$ cat src/rtl/pt2d_pkg.sv
// Shared types, constants and the sine table builder for the 2-D point transform.
// Used by pt2d_sincos and point_transform_2d_core; depends on nothing else.
`timescale 1ns / 1ps

package pt2d_pkg;

    // Coordinate width is fixed by the word formats below.
    localparam int COORD_W       = 16;
    localparam int SCALE_W       = 9;
    localparam int ANGLE_W       = 9;
    localparam int MODE_W        = 2;
    localparam int TRIG_FRAC_DEF = 14;
    localparam int CFG_IDX_W     = 3;
    localparam int CFG_DW        = (COORD_W > SCALE_W) ? COORD_W : SCALE_W;

    // Angle landmarks in degrees.
    localparam logic [ANGLE_W-1:0] DEG_90  = ANGLE_W'(90);
    localparam logic [ANGLE_W-1:0] DEG_180 = ANGLE_W'(180);
    localparam logic [ANGLE_W-1:0] DEG_270 = ANGLE_W'(270);
    localparam logic [ANGLE_W-1:0] DEG_360 = ANGLE_W'(360);

    // Configuration register indexes.
    localparam logic [CFG_IDX_W-1:0] REG_MODE     = 3'd0;
    localparam logic [CFG_IDX_W-1:0] REG_SCALE_X  = 3'd1;
    localparam logic [CFG_IDX_W-1:0] REG_SCALE_Y  = 3'd2;
    localparam logic [CFG_IDX_W-1:0] REG_OFFSET_X = 3'd3;
    localparam logic [CFG_IDX_W-1:0] REG_OFFSET_Y = 3'd4;
    localparam logic [CFG_IDX_W-1:0] REG_TURN     = 3'd5;
    localparam logic [CFG_IDX_W-1:0] REG_PIVOT_X  = 3'd6;
    localparam logic [CFG_IDX_W-1:0] REG_PIVOT_Y  = 3'd7;

    typedef enum logic [MODE_W-1:0] {
        MODE_SCALE     = 2'd0,
        MODE_TRANSLATE = 2'd1,
        MODE_ROTATE    = 2'd2
    } mode_t;

    typedef struct packed {
        logic signed [COORD_W-1:0] x_in;
        logic signed [COORD_W-1:0] y_in;
    } pt2d_in_t;

    typedef struct packed {
        logic signed [COORD_W-1:0] x_out;
        logic signed [COORD_W-1:0] y_out;
        logic                      saturated;
    } pt2d_out_t;

    // Working precision of the series evaluation, and pi in that format.
    localparam int                WORK_FRAC = 30;
    localparam longint unsigned   PI_WORK   = 64'd3373259426;

    // Divisors of the Taylor terms: (2n)(2n+1) for n = 1..12.
    localparam longint unsigned SERIES_DIV [1:12] = '{
        64'd6, 64'd20, 64'd42, 64'd72, 64'd110, 64'd156,
        64'd210, 64'd272, 64'd342, 64'd420, 64'd506, 64'd600
    };

    // sin(d degrees) for d in 0..90, rounded to frac fraction bits. Evaluated
    // only while building the constant table at elaboration.
    function automatic longint unsigned trig_entry(input int unsigned d,
                                                   input int unsigned frac);
        longint unsigned x;
        longint unsigned x2;
        longint unsigned term;
        longint unsigned sum;
        int unsigned     sh;
        x    = (longint'(d) * PI_WORK) / 180;
        x2   = (x * x) >> WORK_FRAC;
        term = x;
        sum  = x;
        for (int unsigned n = 1; n <= 12; n++) begin
            term = ((term * x2) >> WORK_FRAC) / SERIES_DIV[n];
            if (n[0]) begin
                sum = sum - term;
            end else begin
                sum = sum + term;
            end
        end
        sh = WORK_FRAC - frac;
        return (sum + (64'd1 << (sh - 1))) >> sh;
    endfunction

endpackage

$ cat src/rtl/pt2d_sincos.sv
// Sine and cosine of a whole-degree angle from a 91-entry quarter-wave table.
// Depends on pt2d_pkg for the table builder and angle constants.
`timescale 1ns / 1ps

module pt2d_sincos import pt2d_pkg::*; #(
    parameter int FRAC = TRIG_FRAC_DEF
) (
    input  logic [ANGLE_W-1:0]        angle,
    output logic signed [FRAC+1:0]    sin_q,
    output logic signed [FRAC+1:0]    cos_q
);

    localparam int B = FRAC + 2;

    typedef logic [FRAC:0] mag_t;
    typedef mag_t tab_t [0:90];

    function automatic tab_t build_tab();
        tab_t t;
        for (int unsigned d = 0; d <= 90; d++) begin
            t[d] = mag_t'(trig_entry(d, FRAC));
        end
        return t;
    endfunction

    localparam tab_t SIN_TAB = build_tab();

    // Quadrant fold: the table covers 0..90 degrees, the rest by symmetry.
    function automatic logic signed [B-1:0] fold(input logic [ANGLE_W-1:0] d);
        logic [6:0]          idx;
        logic                neg;
        logic signed [B-1:0] mag;
        neg = 1'b0;
        if (d <= DEG_90) begin
            idx = d[6:0];
        end else if (d <= DEG_180) begin
            idx = 7'(DEG_180 - d);
        end else if (d <= DEG_270) begin
            idx = 7'(d - DEG_180);
            neg = 1'b1;
        end else begin
            idx = 7'(DEG_360 - d);
            neg = 1'b1;
        end
        mag = signed'({1'b0, SIN_TAB[idx]});
        return neg ? -mag : mag;
    endfunction

    logic [ANGLE_W-1:0] ang_wrap;
    logic [ANGLE_W:0]   cos_sum;
    logic [ANGLE_W-1:0] cos_ang;

    // Angles 360..511 wrap once; the cosine angle is the sine angle plus 90.
    assign ang_wrap = (angle >= DEG_360) ? (angle - DEG_360) : angle;
    assign cos_sum  = {1'b0, ang_wrap} + {1'b0, DEG_90};
    assign cos_ang  = (cos_sum >= {1'b0, DEG_360}) ? ANGLE_W'(cos_sum - {1'b0, DEG_360})
                                                   : cos_sum[ANGLE_W-1:0];

    assign sin_q = fold(ang_wrap);
    assign cos_q = fold(cos_ang);

endmodule

$ cat src/rtl/point_transform_2d_core.sv
// A word passes operand, product, sum, shift and output registers to reach m_data.
// Throughput: one word per cycle unless m_ready stalls; each stage holds a word while the next is full,
// so the input keeps accepting as long as any bubble remains in the five stages.
// Reset (aresetn low, synchronous) empties the pipeline and loads mode 0 (scale),
// scale factors 1, offsets, angle and pivot 0.
`timescale 1ns / 1ps

module point_transform_2d_core import pt2d_pkg::*; #(
    parameter int TRIG_FRAC_BITS = TRIG_FRAC_DEF
) (
    input  logic                 aclk,
    input  logic                 aresetn,
    input  logic                 cfg_wr_en,
    input  logic [CFG_IDX_W-1:0] cfg_index,
    input  logic [CFG_DW-1:0]    cfg_wdata,
    input  logic                 s_valid,
    output logic                 s_ready,
    input  pt2d_in_t             s_data,
    output logic                 m_valid,
    input  logic                 m_ready,
    output pt2d_out_t            m_data
);

    localparam int W  = COORD_W;
    localparam int F  = TRIG_FRAC_BITS;
    localparam int B  = F + 2;     // signed trig / factor operand
    localparam int AW = W + 1;     // differences and sums of two coordinates
    localparam int PW = AW + B;    // products
    localparam int SW = PW + 1;    // product sums
    localparam int RW = SW + 1;    // after the pivot is added back

    // Configuration registers.
    logic [MODE_W-1:0]         mode_reg;
    logic signed [SCALE_W-1:0] scale_x_reg, scale_y_reg;
    logic signed [W-1:0]       offset_x_reg, offset_y_reg;
    logic [ANGLE_W-1:0]        turn_reg;
    logic signed [W-1:0]       pivot_x_reg, pivot_y_reg;

    always_ff @(posedge aclk) begin
        if (!aresetn) begin
            mode_reg     <= MODE_SCALE;
            scale_x_reg  <= SCALE_W'(1);
            scale_y_reg  <= SCALE_W'(1);
            offset_x_reg <= '0;
            offset_y_reg <= '0;
            turn_reg     <= '0;
            pivot_x_reg  <= '0;
            pivot_y_reg  <= '0;
        end else if (cfg_wr_en) begin
            case (cfg_index)
                REG_MODE:     mode_reg     <= cfg_wdata[MODE_W-1:0];
                REG_SCALE_X:  scale_x_reg  <= cfg_wdata[SCALE_W-1:0];
                REG_SCALE_Y:  scale_y_reg  <= cfg_wdata[SCALE_W-1:0];
                REG_OFFSET_X: offset_x_reg <= cfg_wdata[W-1:0];
                REG_OFFSET_Y: offset_y_reg <= cfg_wdata[W-1:0];
                REG_TURN:     turn_reg     <= cfg_wdata[ANGLE_W-1:0];
                REG_PIVOT_X:  pivot_x_reg  <= cfg_wdata[W-1:0];
                REG_PIVOT_Y:  pivot_y_reg  <= cfg_wdata[W-1:0];
                default: ;
            endcase
        end
    end

    // Stage advance: a stage loads when it is empty or its word moves on.
    logic v1_reg, v2_reg, v3_reg, v4_reg, v5_reg;
    logic en1, en2, en3, en4, en5;

    assign en5     = !v5_reg || m_ready;
    assign en4     = !v4_reg || en5;
    assign en3     = !v3_reg || en4;
    assign en2     = !v2_reg || en3;
    assign en1     = !v1_reg || en2;
    assign s_ready = en1;
    assign m_valid = v5_reg;

    always_ff @(posedge aclk) begin
        if (!aresetn) begin
            v1_reg <= 1'b0;
            v2_reg <= 1'b0;
            v3_reg <= 1'b0;
            v4_reg <= 1'b0;
            v5_reg <= 1'b0;
        end else begin
            if (en1) v1_reg <= s_valid;
            if (en2) v2_reg <= v1_reg;
            if (en3) v3_reg <= v2_reg;
            if (en4) v4_reg <= v3_reg;
            if (en5) v5_reg <= v4_reg;
        end
    end

    // Stage 1: operand selection. Every mode is mapped onto the products
    // a0*k0, a1*k1, a0*k1, a1*k0; only rotation uses the cross terms.
    logic signed [B-1:0]  sin_q, cos_q;
    logic signed [AW-1:0] xe, ye;
    logic signed [AW-1:0] a0_next, a1_next;
    logic signed [B-1:0]  k0_next, k1_next;
    logic                 rot1_next;

    pt2d_sincos #(
        .FRAC (F)
    ) u_sincos (
        .angle (turn_reg),
        .sin_q (sin_q),
        .cos_q (cos_q)
    );

    assign xe = AW'(s_data.x_in);
    assign ye = AW'(s_data.y_in);

    always_comb begin
        rot1_next = 1'b0;
        a0_next   = xe;
        a1_next   = ye;
        k0_next   = B'(1);
        k1_next   = B'(1);
        case (mode_reg)
            MODE_SCALE: begin
                k0_next = B'(scale_x_reg);
                k1_next = B'(scale_y_reg);
            end
            MODE_TRANSLATE: begin
                a0_next = xe + AW'(offset_x_reg);
                a1_next = ye + AW'(offset_y_reg);
            end
            MODE_ROTATE: begin
                rot1_next = 1'b1;
                a0_next   = xe - AW'(pivot_x_reg);
                a1_next   = ye - AW'(pivot_y_reg);
                k0_next   = cos_q;
                k1_next   = sin_q;
            end
            default: ;  // the word passes unchanged
        endcase
    end

    logic                 rot1_reg, rot2_reg, rot3_reg, rot4_reg;
    logic signed [AW-1:0] a0_reg, a1_reg;
    logic signed [B-1:0]  k0_reg, k1_reg;
    logic signed [PW-1:0] p0_reg, p1_reg, p2_reg, p3_reg;
    logic signed [SW-1:0] sx_reg, sy_reg;
    logic signed [SW-1:0] tx_reg, ty_reg;
    pt2d_out_t            out_reg;

    // Stage 3 and 4 combinational terms.
    logic signed [SW-1:0] sx_next, sy_next;
    logic signed [SW-1:0] bx, by, ux, uy, tx_next, ty_next;
    // Stage 5 terms.
    logic signed [RW-1:0] rx, ry;
    logic                 ovx, ovy;
    pt2d_out_t            out_next;

    assign sx_next = rot2_reg ? (SW'(p0_reg) - SW'(p1_reg)) : SW'(p0_reg);
    assign sy_next = rot2_reg ? (SW'(p2_reg) + SW'(p3_reg)) : SW'(p1_reg);

    // Division by 2^F truncated toward zero: negative sums get a bias first.
    assign bx      = {{(SW-F){1'b0}}, {F{sx_reg[SW-1]}}};
    assign by      = {{(SW-F){1'b0}}, {F{sy_reg[SW-1]}}};
    assign ux      = sx_reg + bx;
    assign uy      = sy_reg + by;
    assign tx_next = rot3_reg ? (ux >>> F) : sx_reg;
    assign ty_next = rot3_reg ? (uy >>> F) : sy_reg;

    assign rx = RW'(tx_reg) + (rot4_reg ? RW'(pivot_x_reg) : RW'(0));
    assign ry = RW'(ty_reg) + (rot4_reg ? RW'(pivot_y_reg) : RW'(0));

    // Out of range when the bits above the coordinate differ from its sign.
    assign ovx = (rx[RW-1:W-1] != {(RW-W+1){rx[RW-1]}});
    assign ovy = (ry[RW-1:W-1] != {(RW-W+1){ry[RW-1]}});

    always_comb begin
        out_next.x_out     = rx[W-1:0];
        out_next.y_out     = ry[W-1:0];
        out_next.saturated = ovx || ovy;
        if (ovx) begin
            out_next.x_out = {rx[RW-1], {(W-1){!rx[RW-1]}}};
        end
        if (ovy) begin
            out_next.y_out = {ry[RW-1], {(W-1){!ry[RW-1]}}};
        end
    end

    always_ff @(posedge aclk) begin
        if (en1) begin
            rot1_reg <= rot1_next;
            a0_reg   <= a0_next;
            a1_reg   <= a1_next;
            k0_reg   <= k0_next;
            k1_reg   <= k1_next;
        end
        if (en2) begin
            rot2_reg <= rot1_reg;
            p0_reg   <= PW'(a0_reg) * PW'(k0_reg);
            p1_reg   <= PW'(a1_reg) * PW'(k1_reg);
            p2_reg   <= PW'(a0_reg) * PW'(k1_reg);
            p3_reg   <= PW'(a1_reg) * PW'(k0_reg);
        end
        if (en3) begin
            rot3_reg <= rot2_reg;
            sx_reg   <= sx_next;
            sy_reg   <= sy_next;
        end
        if (en4) begin
            rot4_reg <= rot3_reg;
            tx_reg   <= tx_next;
            ty_reg   <= ty_next;
        end
        if (en5) begin
            out_reg <= out_next;
        end
    end

    assign m_data = out_reg;

    // With the output stage empty, no stage can be blocked.
    a_ready_when_out_empty: assert property (@(posedge aclk) disable iff (!aresetn)
        !v5_reg |-> s_ready)
        else $error("input not ready although the output stage is empty");

    // A result only appears after a word has reached stage four.
    a_result_from_stage4: assert property (@(posedge aclk) disable iff (!aresetn)
        $rose(v5_reg) |-> $past(v4_reg))
        else $error("result appeared without a word in stage four");

    // A word held in stage one while stage two is blocked stays, with a0 and k0 unchanged.
    a_stage1_holds: assert property (@(posedge aclk) disable iff (!aresetn)
        v1_reg && !en2 |=> v1_reg && $stable(a0_reg) && $stable(k0_reg))
        else $error("stalled stage one word was lost or changed");

endmodule
$ cat config.mk
export PLATFORM = sky130hd
export DESIGN_NAME = point_transform_2d_core
export DESIGN_NICKNAME = d
export VERILOG_FILES = /design/src/rtl/pt2d_pkg.sv /design/src/rtl/pt2d_sincos.sv /design/src/rtl/point_transform_2d_core.sv
export SDC_FILE = /design/constraint.sdc
export NUM_CORES = 2
export LEC_CHECK = 0
export ABC_AREA = 1
export BUFFER_PORTS_ARGS = -buffer_cell sky130_fd_sc_hd__clkbuf_2
export CORE_MARGIN = 2
export CORE_UTILIZATION = 40
export CTS_CLUSTER_DIAMETER = 30
export DETAILED_ROUTE_END_ITERATION = 10
export PLACE_DENSITY = 0.6
export SLEW_MARGIN = 0
export SYNTH_ARGS = -nofsm -noshare
export SYNTH_HDL_FRONTEND = slang
export SYNTH_SLANG_ARGS = --single-unit
export TNS_END_PERCENT = 20
$ cat constraint.sdc
create_clock -name aclk -period 7.7 [get_ports aclk]
set_input_delay 1.155 -clock aclk [delete_from_list [all_inputs] [get_ports aclk]]
set_output_delay 1.155 -clock aclk [all_outputs]
set_load 0.005 [all_outputs]
==> metrics.md <==
| Metric | Value |
|---|---|
| Crit share post-route | `a little over nine tenths` |
| Bufs and invs on worst path | `4` |
| Slew headroom | `21.9%` |
| Initial antenna violation count | `9` |
| Clk_lat worst skew | `780 ps` |
| # DRC | `0` |
| CP max stage cell | `edfxtp_1` |
| Synth unique cells | `65` |
| Area delta synth->final | `11.5%` |
| Die area | `0.184 mm^2` |
| HP Class | `reg2reg` |
| Hpwl dp | `~170,000 um` |
| Number of global-route vias before repair | `59.5k` |
| Max-Cap Viols | `0` |
| Tmin final | `~7200 ps` |
| Max VDD drop | `~0.32 mV` |
| LEAKAGE | `between 30 and 40 nW` |
| CP Capture Type | `flop` |
| DP Worst Slack | `~46 ps` |
| Mean post-synth cell area | `around 8.2 um^2` |
| Initial DRC Count | `4,517` |
| Synth warnings | `0` |
| CP Data Arrival Time | `about 7700 ps` |
| Routed Antenna Nets | `0` |
| Cells after Synth | `around 9k` |
| Most common cell on crit path | `fa_1` |
| CP delay by family, top | `adder cells` |
| Sequential cell area | `0.0131 mm^2` |
| Grt total ovfl | `0` |
| Post-synth EDFFs | `around 370` |
| Hold_ws | `about 420 ps` |
| Fillers | `17.5k` |
| Synth area leader | `fa_1` |
| RSZ-0062 raised after global routing | `yes` |
| Mapped cell area | `approximately 0.072 mm^2` |
| IO Port Bufs | `90` |
| Worst EP required | `roughly 8100 ps` |
| Critical Path Max Stage Delay | `820 ps` |
| Post-Route WL | `about 210,000 um` |
| Routability cong. | `slightly above 0.9` |
| Setup CP Type | `reg2reg` |
| Layout cell share with drive strength beyond 1 | `under 10%` |
| Status | `complete, no violations` |
| Post-synth ARST share | `0%` |
| Vias per cell | `about 5.1` |
| Setup-failing EPs final | `0` |
| Clk buf depth | `3` |
| Worst setup margin | `around 450 ps` |
| Sequential-to-total area share from yosys stat | `18.2%` |
| Post-route total power | `24.5 mW` |
| CTS Root Cell | `clkbuf_16` |
| CORE AREA | `approximately 0.18 mm^2` |
| Clock skew | `~120 ps` |
| Routed len/inst | `approximately 19 um` |
| Overall Global Routing Usage | `a little under a quarter` |
| Synth top area share | `just over 30%` |
| Final std cells w/o fill | `roughly 11k` |
| CP max FO | `15` |
| Placed insts | `about 11k` |
| Area of the multi-input gates | `between 0.04 and 0.05 mm^2` |
| Final core utilization | `45.0%` |
| Crit start category | `flop` |
| Top Ports | `91` |
| Fin Setup TNS | `0 ps` |
| First drt pass iteration count | `8` |
| Die height | `roughly 430 um` |
| Area contributors post-synth | `fa_1 31%, edfxtp_1 15%, nand2_1 11%` |
| Max Slew Vio Count | `0` |
| Finished Cell Area | `between 0.08 and 0.09 mm^2` |
| Most common cell in the netlist | `nand2_1` |
| H-tree Lvls | `3` |
| Row cnt | `about 160` |
| Top_reg_cell synth | `edfxtp_1` |
| Pwr dens | `305 mW/mm^2` |
| Cell Area, Placed | `around 0.076 mm^2` |
| Slew @ Worst Pin | `1160 ps` |
| Largest net degree at the start of global routing | `134` |
| CTS buffer count | `roughly 120` |
| Reg clk slew, reported paths | `around 50 ps` |
| Via count of the routed design | `approximately 58k` |
| Synth cell count leaders | `2,057 x nand2_1, 2,019 x inv_1, 1,110 x fa_1` |
| CTS tree | `yes` |
| Nets@finish | `about 11k` |
| Clk sinks | `between 400 and 500` |
| Hold_buf cts | `0` |
| Final hold viol count | `0` |
| Fmax | `approximately 140 MHz` |
| First-pass GRT wire length | `approximately 330,000 um` |
| Register bit total from synthesis | `between 400 and 500` |
| Mapped Nets | `approximately 11k` |
| Initial core utilization | `40.4%` |
| Die Wd | `roughly 430 um` |
[report_power, final]
| group | internal (mW) | switching, mW |
|---|---|---|
| clock network | 3.32 | 1.74 |
| logic | 5.40 | 9.09 |
| registers | 4.17 | 0.810 |
| total | 12.9 | 11.6 |
[cells in the final DEF, fill, tap and decap left out, types with 13 or more instances in the layout]
cell type | synthesis | layout
fa_1 | 1110 | 1110
inv_1 | 2019 | 2015
clkbuf_2 | 0 | 90
nand3_2 | 16 | 16
nor2_1 | 381 | 381
nand2_1 | 2057 | 2056
a21oi_1 | 405 | 405
clkbuf_16 | 0 | 120
clkinvlp_4 | 0 | 16
buf_4 | 7 | 235
nor3_1 | 43 | 43
clkinv_1 | 5 | 16
xor2_1 | 212 | 212
o21ai_0 | 449 | 439
xnor2_1 | 129 | 129
a31oi_1 | 31 | 31
clkinv_2 | 0 | 17
nand2_2 | 33 | 33
inv_2 | 22 | 25
o21ai_1 | 29 | 36
ha_1 | 568 | 567
o21bai_1 | 31 | 31
bufinv_16 | 0 | 13
o211ai_1 | 17 | 17
inv_6 | 0 | 19
buf_12 | 0 | 20
o31ai_1 | 29 | 26
clkinv_4 | 0 | 14
edfxtp_1 | 371 | 371
nand4_1 | 45 | 45
nand3_1 | 234 | 234
dfxtp_1 | 98 | 98
[worst register-to-register path: cells and delay by family (launching register included)]
| kind | cells | cell delay [ps] |
|---|---|---|
| xor+xnor | 1 | 140 |
| buf+inv | 4 | 510 |
| fa+ha+maj | 7 | 3380 |
| compound gates | 8 | 1260 |
| flops | 1 | 820 |
| simple gates | 8 | 940 |
[cell type report]
cell class,instances,area share (%)
Multi-Input combinational cell,5960,62.0
Sequential cell,469,16.3
Inverter,2048,9.56
Clock buffer,127,3.76
Tap cell,2355,3.66
Timing Repair Buffer,346,3.26
Clock inverter,98,1.41
Antenna cell,2,0.00622
[kinds of logic after synthesis]
kind of cell    synth area share (%)
simple gates                    16.0
buf+inv                         12.7
fa+ha+maj                       40.6
compound gates                  8.32
flops                           18.2
xor+xnor                        4.16
mux                           0.0277
[worst paths after layout]
path	startpoint	endpoint	slack [ps]	depth (start not counted)
setup / recovery	a1_reg[2]	p1_reg[32]	450	28
hold / removal	rot1_reg	rot2_reg	420	0
setup reg to reg	a1_reg[2]	p1_reg[32]	450	28
hold reg to reg	rot1_reg	rot2_reg	420	0
[metal layers]
layer / up-vias / routed length (um) / track usage (%)
li1: 27200 / - / -
met1: 28600 / 90700 / 30.7
met2: 1753 / 99200 / 38.2
met3: 397 / 12300 / 2.79
met4: 0 / 9950 / 10.4
met5: - / 0 / 0
[repair_timing]
action	in CTS	in global routing
pin swaps	0	1
buffers inserted	2	54
cloned	0	0
gates resized for setup	0	17
setup endpoints to repair	1	19
Note: power is estimated with default switching activity, not from simulation.
